## src/rtl/sfpq_pkg.sv

```systemverilog
// ----------------------------------------------------------------------------
// sfpq_pkg
// Shared codes and types of the stable four-class priority queue.
// ----------------------------------------------------------------------------
package sfpq_pkg;

  localparam int KIND_W   = 2;
  localparam int CLASS_W  = 2;
  localparam int STATUS_W = 2;
  localparam int PTAG_W   = 16;
  localparam int OCC_W    = 5;

  // Request kinds.
  localparam logic [KIND_W-1:0] KIND_INSERT    = 2'd0;
  localparam logic [KIND_W-1:0] KIND_SERVE_ONE = 2'd1;
  localparam logic [KIND_W-1:0] KIND_SERVE_ALL = 2'd2;
  localparam logic [KIND_W-1:0] KIND_DISMISS   = 2'd3;

  // Result status codes.
  localparam logic [STATUS_W-1:0] ST_DONE   = 2'd0;
  localparam logic [STATUS_W-1:0] ST_SERVED = 2'd1;
  localparam logic [STATUS_W-1:0] ST_EMPTY  = 2'd2;
  localparam logic [STATUS_W-1:0] ST_FULL   = 2'd3;

  // Operations broadcast to every cell of the chain.
  localparam logic [1:0] OP_HOLD   = 2'd0;
  localparam logic [1:0] OP_INSERT = 2'd1;
  localparam logic [1:0] OP_POP    = 2'd2;

  typedef struct packed {
    logic [1:0]         op;
    logic [CLASS_W-1:0] cls;
  } cell_ctl_t;

endpackage

```

## src/rtl/sfpq_if.sv

```systemverilog
// ----------------------------------------------------------------------------
// sfpq_in_if / sfpq_out_if
// Valid/ready channels carrying requests into and results out of the queue.
// ----------------------------------------------------------------------------
interface sfpq_in_if;
  logic                            valid;
  logic                            ready;
  logic [sfpq_pkg::KIND_W-1:0]     kind;
  logic [sfpq_pkg::PTAG_W-1:0]     entry_tag;
  logic [sfpq_pkg::CLASS_W-1:0]    priority_class;

  modport source (output valid, output kind, output entry_tag, output priority_class,
                  input ready);
  modport sink   (input valid, input kind, input entry_tag, input priority_class,
                  output ready);
endinterface

interface sfpq_out_if;
  logic                            valid;
  logic                            ready;
  logic [sfpq_pkg::STATUS_W-1:0]   status;
  logic [sfpq_pkg::PTAG_W-1:0]     served_tag;
  logic [sfpq_pkg::CLASS_W-1:0]    served_class;
  logic [sfpq_pkg::OCC_W-1:0]      occupancy;
  logic                            last;

  modport source (output valid, output status, output served_tag, output served_class,
                  output occupancy, output last, input ready);
  modport sink   (input valid, input status, input served_tag, input served_class,
                  input occupancy, input last, output ready);
endinterface

```

## src/rtl/sfpq_cell.sv

```systemverilog
// ----------------------------------------------------------------------------
// sfpq_cell
// One slot of the sorted chain: keeps, takes the new entry, or takes a
// neighbor's entry, according to the broadcast operation.
// ----------------------------------------------------------------------------
module sfpq_cell #(
  parameter int TAG_BITS = 16
) (
  input  logic                           clk,
  input  sfpq_pkg::cell_ctl_t            ctl,
  input  logic [TAG_BITS-1:0]            ins_tag,
  input  logic                           occupied,
  input  logic                           prev_after,
  input  logic [TAG_BITS-1:0]            left_tag,
  input  logic [sfpq_pkg::CLASS_W-1:0]   left_cls,
  input  logic [TAG_BITS-1:0]            right_tag,
  input  logic [sfpq_pkg::CLASS_W-1:0]   right_cls,
  output logic [TAG_BITS-1:0]            tag,
  output logic [sfpq_pkg::CLASS_W-1:0]   cls,
  output logic                           after
);

  logic [TAG_BITS-1:0]          tag_r, tag_nxt;
  logic [sfpq_pkg::CLASS_W-1:0] cls_r, cls_nxt;

  // The new entry goes behind every held entry of equal or higher class.
  assign after = occupied && (cls_r >= ctl.cls);

  always_comb begin
    tag_nxt = tag_r;
    cls_nxt = cls_r;
    unique case (ctl.op)
      sfpq_pkg::OP_INSERT: begin
        if (!after) begin
          if (prev_after) begin
            tag_nxt = ins_tag;
            cls_nxt = ctl.cls;
          end else begin
            tag_nxt = left_tag;
            cls_nxt = left_cls;
          end
        end
      end
      sfpq_pkg::OP_POP: begin
        tag_nxt = right_tag;
        cls_nxt = right_cls;
      end
      default: begin
      end
    endcase
  end

  always_ff @(posedge clk) begin
    tag_r <= tag_nxt;
    cls_r <= cls_nxt;
  end

  assign tag = tag_r;
  assign cls = cls_r;

endmodule

```

## src/rtl/stable_four_class_priority_queue.sv

```systemverilog
// ----------------------------------------------------------------------------
// stable_four_class_priority_queue
// Bounded priority queue of tagged entries in four classes, kept sorted in a
// chain of cells; entries of one class leave first in, first out.
// ----------------------------------------------------------------------------
// Usage:
//   in_ch carries one request per beat: kind (insert, serve one, serve all,
//   dismiss), entry_tag and priority_class. out_ch carries result beats with
//   status, served_tag, served_class, occupancy and a last marker.
//   Every request produces its first result in the cycle after acceptance, held
//   in an output register until the receiver takes it.
//   Insert, serve one and dismiss each yield one result, so with a receiver
//   that never stalls one request is taken every cycle. Serve all on a queue
//   of N entries yields N results in one run, and the input stays not ready
//   until the final one has been loaded.
//   An insert is a single shift of the cell chain: every cell compares
//   its class with the new one at once and either keeps, takes the new entry
//   or takes its left neighbor's. A pop shifts every cell one place left.
//   When the receiver stalls, the result stays in the output register and
//   the input is held off; no beat is dropped or repeated.
//   Reset empties the queue (the fill count goes to zero); the slot contents
//   are not cleared, as only slots below the count are ever read.
// ----------------------------------------------------------------------------
module stable_four_class_priority_queue #(
  parameter int QUEUE_DEPTH = 16,
  parameter int TAG_BITS    = 16
) (
  input  logic         clk,
  input  logic         rst_n,
  sfpq_in_if.sink      in_ch,
  sfpq_out_if.source   out_ch
);

  localparam int CNT_W = $clog2(QUEUE_DEPTH + 1);
  localparam logic [CNT_W-1:0] CNT_FULL = CNT_W'(QUEUE_DEPTH);
  localparam logic [CNT_W-1:0] CNT_ONE  = CNT_W'(1);

  // Fill count and drain flag of a running serve-all.
  logic [CNT_W-1:0] count_r, count_nxt;
  logic             drain_r, drain_nxt;

  // Output register.
  logic                             out_valid_r;
  logic [sfpq_pkg::STATUS_W-1:0]    status_r, status_nxt;
  logic [sfpq_pkg::PTAG_W-1:0]      tag_out_r, tag_out_nxt;
  logic [sfpq_pkg::CLASS_W-1:0]     cls_out_r, cls_out_nxt;
  logic [sfpq_pkg::OCC_W-1:0]       occ_out_r, occ_out_nxt;
  logic                             last_r, last_nxt;
  logic [CNT_W-1:0]                 occ_cnt;
  logic [CNT_W+sfpq_pkg::OCC_W-1:0] occ_ext;
  logic                             load;

  // Cell chain.
  sfpq_pkg::cell_ctl_t              ctl;
  logic [TAG_BITS-1:0]              cell_tag [QUEUE_DEPTH];
  logic [sfpq_pkg::CLASS_W-1:0]     cell_cls [QUEUE_DEPTH];
  logic [QUEUE_DEPTH-1:0]           cell_after;
  logic [QUEUE_DEPTH-1:0]           cell_occ;
  logic [TAG_BITS+sfpq_pkg::PTAG_W-1:0] ins_ext;
  logic [TAG_BITS-1:0]              ins_tag;
  logic [TAG_BITS+sfpq_pkg::PTAG_W-1:0] head_ext;

  logic can_load, accept, is_full, is_empty;

  assign can_load = !out_valid_r || out_ch.ready;
  assign in_ch.ready = !drain_r && can_load;
  assign accept = in_ch.valid && in_ch.ready;
  assign is_full = (count_r == CNT_FULL);
  assign is_empty = (count_r == '0);

  // Only the low TAG_BITS of a tag are stored; served tags are 16 bits wide.
  assign ins_ext  = {{TAG_BITS{1'b0}}, in_ch.entry_tag};
  assign ins_tag  = ins_ext[TAG_BITS-1:0];
  assign head_ext = {{sfpq_pkg::PTAG_W{1'b0}}, cell_tag[0]};

  always_comb begin
    count_nxt   = count_r;
    drain_nxt   = drain_r;
    load        = 1'b0;
    ctl.op      = sfpq_pkg::OP_HOLD;
    ctl.cls     = in_ch.priority_class;
    status_nxt  = sfpq_pkg::ST_DONE;
    tag_out_nxt = '0;
    cls_out_nxt = '0;
    occ_cnt     = count_r;
    last_nxt    = 1'b1;
    if (drain_r && can_load) begin
      // Next beat of a serve-all run.
      load        = 1'b1;
      ctl.op      = sfpq_pkg::OP_POP;
      status_nxt  = sfpq_pkg::ST_SERVED;
      tag_out_nxt = head_ext[sfpq_pkg::PTAG_W-1:0];
      cls_out_nxt = cell_cls[0];
      count_nxt   = count_r - CNT_ONE;
      occ_cnt     = count_r - CNT_ONE;
      last_nxt    = (count_r == CNT_ONE);
      drain_nxt   = (count_r != CNT_ONE);
    end else if (accept) begin
      load = 1'b1;
      unique case (in_ch.kind) inside
        sfpq_pkg::KIND_INSERT: begin
          if (is_full) begin
            status_nxt = sfpq_pkg::ST_FULL;
          end else begin
            ctl.op    = sfpq_pkg::OP_INSERT;
            count_nxt = count_r + CNT_ONE;
            occ_cnt   = count_r + CNT_ONE;
          end
        end
        sfpq_pkg::KIND_SERVE_ONE,
        sfpq_pkg::KIND_SERVE_ALL: begin
          if (is_empty) begin
            status_nxt = sfpq_pkg::ST_EMPTY;
          end else begin
            ctl.op      = sfpq_pkg::OP_POP;
            status_nxt  = sfpq_pkg::ST_SERVED;
            tag_out_nxt = head_ext[sfpq_pkg::PTAG_W-1:0];
            cls_out_nxt = cell_cls[0];
            count_nxt   = count_r - CNT_ONE;
            occ_cnt     = count_r - CNT_ONE;
            if (in_ch.kind == sfpq_pkg::KIND_SERVE_ALL) begin
              last_nxt  = (count_r == CNT_ONE);
              drain_nxt = (count_r != CNT_ONE);
            end
          end
        end
        sfpq_pkg::KIND_DISMISS: begin
          count_nxt = '0;
          occ_cnt   = '0;
        end
        default: begin
        end
      endcase
    end
  end

  // Occupancy is reported modulo 32.
  assign occ_ext     = {{sfpq_pkg::OCC_W{1'b0}}, occ_cnt};
  assign occ_out_nxt = occ_ext[sfpq_pkg::OCC_W-1:0];

  always_ff @(posedge clk) begin
    if (!rst_n) begin
      count_r     <= '0;
      drain_r     <= 1'b0;
      out_valid_r <= 1'b0;
    end else begin
      count_r <= count_nxt;
      drain_r <= drain_nxt;
      if (load) begin
        out_valid_r <= 1'b1;
      end else if (out_ch.ready) begin
        out_valid_r <= 1'b0;
      end
    end
  end

  always_ff @(posedge clk) begin
    if (load) begin
      status_r  <= status_nxt;
      tag_out_r <= tag_out_nxt;
      cls_out_r <= cls_out_nxt;
      occ_out_r <= occ_out_nxt;
      last_r    <= last_nxt;
    end
  end

  assign out_ch.valid        = out_valid_r;
  assign out_ch.status       = status_r;
  assign out_ch.served_tag   = tag_out_r;
  assign out_ch.served_class = cls_out_r;
  assign out_ch.occupancy    = occ_out_r;
  assign out_ch.last         = last_r;

  // The chain: cell 0 is the head of the queue.
  for (genvar i = 0; i < QUEUE_DEPTH; i++) begin : g_cell
    localparam logic [CNT_W-1:0] IDX = CNT_W'(i);
    logic                          prev_after;
    logic [TAG_BITS-1:0]           left_tag;
    logic [sfpq_pkg::CLASS_W-1:0]  left_cls;
    logic [TAG_BITS-1:0]           right_tag;
    logic [sfpq_pkg::CLASS_W-1:0]  right_cls;

    assign cell_occ[i] = (IDX < count_r);

    if (i == 0) begin : g_head
      assign prev_after = 1'b1;
      assign left_tag   = ins_tag;
      assign left_cls   = ctl.cls;
    end else begin : g_body
      assign prev_after = cell_after[i-1];
      assign left_tag   = cell_tag[i-1];
      assign left_cls   = cell_cls[i-1];
    end

    if (i == QUEUE_DEPTH - 1) begin : g_tail
      assign right_tag = cell_tag[i];
      assign right_cls = cell_cls[i];
    end else begin : g_inner
      assign right_tag = cell_tag[i+1];
      assign right_cls = cell_cls[i+1];
    end

    sfpq_cell #(
      .TAG_BITS (TAG_BITS)
    ) u_cell (
      .clk        (clk),
      .ctl        (ctl),
      .ins_tag    (ins_tag),
      .occupied   (cell_occ[i]),
      .prev_after (prev_after),
      .left_tag   (left_tag),
      .left_cls   (left_cls),
      .right_tag  (right_tag),
      .right_cls  (right_cls),
      .tag        (cell_tag[i]),
      .cls        (cell_cls[i]),
      .after      (cell_after[i])
    );
  end

  // The fill count never passes the number of cells.
  a_count_bound: assert property (@(posedge clk) disable iff (!rst_n)
    count_r <= CNT_FULL)
    else $error("queue count exceeds depth");

  // A serve-all run only continues while entries remain.
  a_drain_nonempty: assert property (@(posedge clk) disable iff (!rst_n)
    drain_r |-> (count_r != '0))
    else $error("drain active on empty queue");

  // A served beat that is not last must be followed by more of the run.
  a_run_continues: assert property (@(posedge clk) disable iff (!rst_n)
    (out_valid_r && (status_r == sfpq_pkg::ST_SERVED) && !last_r) |-> drain_r)
    else $error("serve-all run ended without last marker");

  // Inserts never reach the chain while the queue is full.
  a_no_overfill: assert property (@(posedge clk) disable iff (!rst_n)
    (ctl.op == sfpq_pkg::OP_INSERT) |-> !is_full)
    else $error("insert issued into full queue");

endmodule

```

## src/flat_wrapper.sv

```systemverilog
// flat-port wrapper written by rule: the top's interface ports become plain ports
module stable_four_class_priority_queue_flat 
#(
  parameter int QUEUE_DEPTH = 16,
  parameter int TAG_BITS    = 16
)
  (clk, rst_n, in_ch_valid, in_ch_kind, in_ch_entry_tag, in_ch_priority_class, in_ch_ready, out_ch_valid, out_ch_status, out_ch_served_tag, out_ch_served_class, out_ch_occupancy, out_ch_last, out_ch_ready);
  sfpq_in_if in_ch_i ();
  sfpq_out_if out_ch_i ();
  input  logic clk;
  input  logic rst_n;
  input wire logic [$bits(in_ch_i.valid)-1:0] in_ch_valid;
  input wire logic [$bits(in_ch_i.kind)-1:0] in_ch_kind;
  input wire logic [$bits(in_ch_i.entry_tag)-1:0] in_ch_entry_tag;
  input wire logic [$bits(in_ch_i.priority_class)-1:0] in_ch_priority_class;
  output wire logic [$bits(in_ch_i.ready)-1:0] in_ch_ready;
  output wire logic [$bits(out_ch_i.valid)-1:0] out_ch_valid;
  output wire logic [$bits(out_ch_i.status)-1:0] out_ch_status;
  output wire logic [$bits(out_ch_i.served_tag)-1:0] out_ch_served_tag;
  output wire logic [$bits(out_ch_i.served_class)-1:0] out_ch_served_class;
  output wire logic [$bits(out_ch_i.occupancy)-1:0] out_ch_occupancy;
  output wire logic [$bits(out_ch_i.last)-1:0] out_ch_last;
  input wire logic [$bits(out_ch_i.ready)-1:0] out_ch_ready;
  assign in_ch_i.valid = in_ch_valid;
  assign in_ch_i.kind = in_ch_kind;
  assign in_ch_i.entry_tag = in_ch_entry_tag;
  assign in_ch_i.priority_class = in_ch_priority_class;
  assign in_ch_ready = in_ch_i.ready;
  assign out_ch_valid = out_ch_i.valid;
  assign out_ch_status = out_ch_i.status;
  assign out_ch_served_tag = out_ch_i.served_tag;
  assign out_ch_served_class = out_ch_i.served_class;
  assign out_ch_occupancy = out_ch_i.occupancy;
  assign out_ch_last = out_ch_i.last;
  assign out_ch_i.ready = out_ch_ready;
  stable_four_class_priority_queue #(.QUEUE_DEPTH(QUEUE_DEPTH), .TAG_BITS(TAG_BITS)) u_core (.clk(clk), .rst_n(rst_n), .in_ch(in_ch_i), .out_ch(out_ch_i));
endmodule
```

## config.mk

```make
export PLATFORM = sky130hd
export DESIGN_NAME = stable_four_class_priority_queue_flat
export DESIGN_NICKNAME = d
export VERILOG_FILES = /design/src/rtl/sfpq_pkg.sv /design/src/rtl/sfpq_if.sv /design/src/rtl/sfpq_cell.sv /design/src/rtl/stable_four_class_priority_queue.sv /design/src/flat_wrapper.sv
export SDC_FILE = /design/constraint.sdc
export NUM_CORES = 1
export LEC_CHECK = 0
export BUFFER_PORTS_ARGS = -buffer_cell sky130_fd_sc_hd__buf_4
export CORE_UTILIZATION = 57
export CTS_CLUSTER_DIAMETER = 30
export DETAILED_ROUTE_END_ITERATION = 8
export PLACE_DENSITY = 0.74
export SETUP_SLACK_MARGIN = 0.15
export SLEW_MARGIN = 10
export SYNTH_ARGS = -nofsm -noshare
export SYNTH_HDL_FRONTEND = slang
export SYNTH_SLANG_ARGS = --single-unit
export TNS_END_PERCENT = 5
```

## constraint.sdc

```tcl
create_clock -name clk -period 3.5 [get_ports clk]
set_clock_uncertainty 0.1 [all_clocks]
set_input_delay 0.175 -clock clk [delete_from_list [all_inputs] [get_ports clk]]
set_output_delay 0.175 -clock clk [all_outputs]
set_load 0.02 [all_outputs]
```

==> results_dict.tcl <==
set metrics [dict create \
    crit_slowest_cell "a2111o_2" \
    num_rows 62 \
    cts_sinks 321 \
    grt_pass1_vias 12200 \
    io_buffer_count 51 \
    rsz0062_at_grt "no" \
    drt_iter0_markers 697 \
    crit_path_start "u_core.count_r[1]" \
    power_density_nw_per_um2 742 \
    hold_viol 0 \
    place_ws_ps 355 \
    wl_per_cell_um 18.2 \
    clock_tree.buffer_depth 3 \
    synth_edf_count 314 \
    finalCritPeriodShare_pct 90.4 \
    postLayoutCellArea_sq_um 20400 \
    r2r-end "u_core.g_cell[8].u_cell.tag[1]" \
    syn2layout_area_growth_pct 21.0 \
    rr_worst_depth 7 \
    slowest_delay_ps 650 \
    drv_cap 0 \
    die_w_um 174 \
    wl_met2_um 18700 \
    crit_end "u_core.g_cell[8].u_cell.tag[1]" \
    netlist_instances 1485 \
    synth_seq_cells 321 \
    timing.final.crit_period_ps 3160 \
    num-nets-final 1635 \
    cp.required_ps 3610 \
    r2r-start "u_core.count_r[1]" \
    layout-drive-gt1-share_pct 15.4 \
    drt-vias-per-instance 5.79 \
    status "finished clean" \
    fin_ws_ps 337 \
    wl_met1_um 15500 \
    cts-buffers-inserted 73 \
    arrival_ps 3280 \
    reg2reg_slack_ps 340 \
    ys_seq_area_share_pct 56.8 \
    async_flop_share_pct 0 \
    first_pass_iters 5 \
    setup_viol 0 \
    clock.fmax_ghz 0.316 \
    endpoint_kind "flop" \
    hpwl_um 23800 \
    avgSynthCellArea_sq_um 11.3 \
    path_max_fanout 16 \
    ir_worst_vdd_mv 0.343 \
    yosys_most_used_dff "edfxtp_1" \
    hp-class "in2reg" \
    grt_use_total_pct 24.6 \
    io_pins 52 \
    top_layer "met4" \
    cp-start-kind "flop" \
    syn_area_sq_um 16800 \
    leakagePower_nw 6.76 \
    relSlewSlack_pct 32.6 \
    cts_tree "done" \
    dieArea_sq_um 30200 \
    start_util_pct 58.4 \
    n_antenna_cell 0 \
    drtAntennaViolNets 0 \
    total_power_mw 15.1 \
    htree_num_levels 3 \
    dieHeight_um 174 \
    drv_slew 0 \
    syn-num-nets 1548 \
    critical_path_class "reg2reg" \
    drt-total-wl_um 36500 \
    core_area_sq_um 28900 \
    gp_congestion 0.871 \
    globalRouteOverflowTotal 0 \
    worst_pin_slew_ps 1010 \
    hold_depth 3 \
    synth.distinct_cells 45 \
    clkLatencyLatePin_ps 540 \
    grt_antenna_before_repair 0 \
    synth_warnings 0 \
    path_cells "inv_1 -> ha_1 -> or4bb_1 -> nand4_1 -> a2111o_2 -> o21ai_1 -> buf_4" \
    num_vias 11600 \
    placed_area_sq_um 17700 \
    cts.clk_slew.worst_paths_ps 40 \
    grt_pass1_wl_um 60300 \
    grt_max_degree 120 \
    route.met3.wl_um 1430 \
    root_buffer "clkbuf_16" \
    drcViolationCount 0 \
]
## where the power goes
part	leakage [nW]	total [mW]	internal [mW]	switching [mW]
sequential	2.96	5.53	5.22	0.309
clock	1.18	6.79	4.72	2.07
combinational	2.62	2.81	1.13	1.68
## cells in the mapped netlist (2+ instances only)
cell        n  share of area [%]
nand3b_1    2              0.089
a221o_1     4               0.24
mux2_2     18                1.2
nor2_1     11               0.25
dfxtp_1     7               0.83
and2_1     24               0.89
nand2_1   312                7.0
nor2b_1     3               0.11
o21ai_0   210                6.2
a31oi_1     2              0.074
buf_2      48                1.4
o21ai_1    63                1.9
nor3_1      6               0.18
nand2b_1   18               0.67
ha_1       39                2.9
a211oi_1    2              0.089
nor2_2      4               0.15
a21oi_1    29               0.86
inv_1      22               0.49
o211ai_1    2              0.089
and3_1      3               0.11
clkbuf_1   54                1.2
edfxtp_1  314                 56
mux2i_1   253                 15
buf_6      13               0.87
nand3_1     3              0.089
## layout by cell type, fill, tap and decap left out, types with 3 or more instances in the layout
cell / instances
and3_1: 3
buf_12: 11
clkbuf_1: 11
nor2_1: 10
ha_1: 39
and2_1: 24
a21oi_2: 10
a221o_1: 4
nor2_2: 5
a21oi_1: 19
nor3_1: 6
nand2_1: 312
buf_4: 98
nand3_1: 3
mux2i_1: 253
o21ai_0: 195
nand2b_1: 18
bufinv_16: 11
nor2b_1: 3
clkinv_2: 7
dfxtp_1: 7
edfxtp_1: 314
inv_1: 22
clkbuf_16: 76
dlygate4sd3_1: 19
mux2_2: 18
clkinv_1: 16
o21ai_1: 78
clkinvlp_4: 4
## state kept, by name (all words and copies together), names as in the netlist
signal	flops
u_core.g_cell.u_cell.tag	256
u_core.g_cell.u_cell.cls	32
u_core.drain_r	1
u_core.out_ch.served_tag	16
u_core.out_ch.valid	1
u_core.out_ch.served_class	2
u_core.out_ch.last	1
u_core.out_ch.status	2
u_core.count_r	5
u_core.out_ch.occupancy	5
## layout make-up
cell class / count / area, sq um
clock buffers: 87 / 1940
fillers: 2019 / 8480
well taps: 384 / 480
repair buffers: 128 / 1150
flip-flops and latches: 321 / 9570
inverters: 22 / 82.6
multi-input cells: 1026 / 6660
clock inverters: 42 / 498
## logic make-up after synthesis
group	count (synthesis)	synth area share, %
compound gates	322	10.1
xor+xnor	2	0.104
fa+ha+maj	39	2.90
buf+inv	138	4.08
flops	321	56.8
mux	271	16.2
simple gates	392	9.81
## timing repair
item	CTS	global route
buffers inserted	0	0
hold buffers	19	0
gates resized for setup	0	1
setup endpoints to repair	0	31
hold endpoints to repair	26	0
## routing by layer
metal  vias up  global-route usage [%]
li1       5586                       -
met1      5708                    30.5
met2       267                    42.8
met3        78                    3.87
met4         0                    10.0
met5         -                       0
## critical path, delay by kind of cell (launching register included)
kind                       cells  cell delay, ps
buffers and inverters          2             460
AOI/OAI and AO/OA              2            1030
and+or+nand+nor                2             490
DFF                            1             510
adders and majority gates      1             250
## stage by stage
step | util [%] | cells | hold slack [ps] | TNS, ps
6_report | 70.6 | 2010 | 13.7 | 0
5_1_grt | 70.6 | 2010 | 24.4 | 0
4_1_cts | 70.6 | 2010 | 1.63 | 0
3_5_place_dp | 61.5 | 1862 | 354 | 0
3_3_place_gp | 61.5 | 1862 | 353 | 0
2_1_floorplan | - | 1485 | 197 | -52460
## how the worst min path moves through the flow
stage                                      to          startpoint  slack [ps]
5_1_grt        u_core.g_cell[0].u_cell.tag[8]  in_ch_entry_tag[8]          20
3_5_place_dp              u_core.out_ch.valid         in_ch_valid         350
4_1_cts        u_core.g_cell[0].u_cell.tag[8]  in_ch_entry_tag[8]           2
3_3_place_gp              u_core.out_ch.valid         in_ch_valid         350
6_report       u_core.g_cell[0].u_cell.tag[8]  in_ch_entry_tag[8]          10
2_1_floorplan               u_core.count_r[0]               rst_n         200
(Power assumes the default switching activity.)
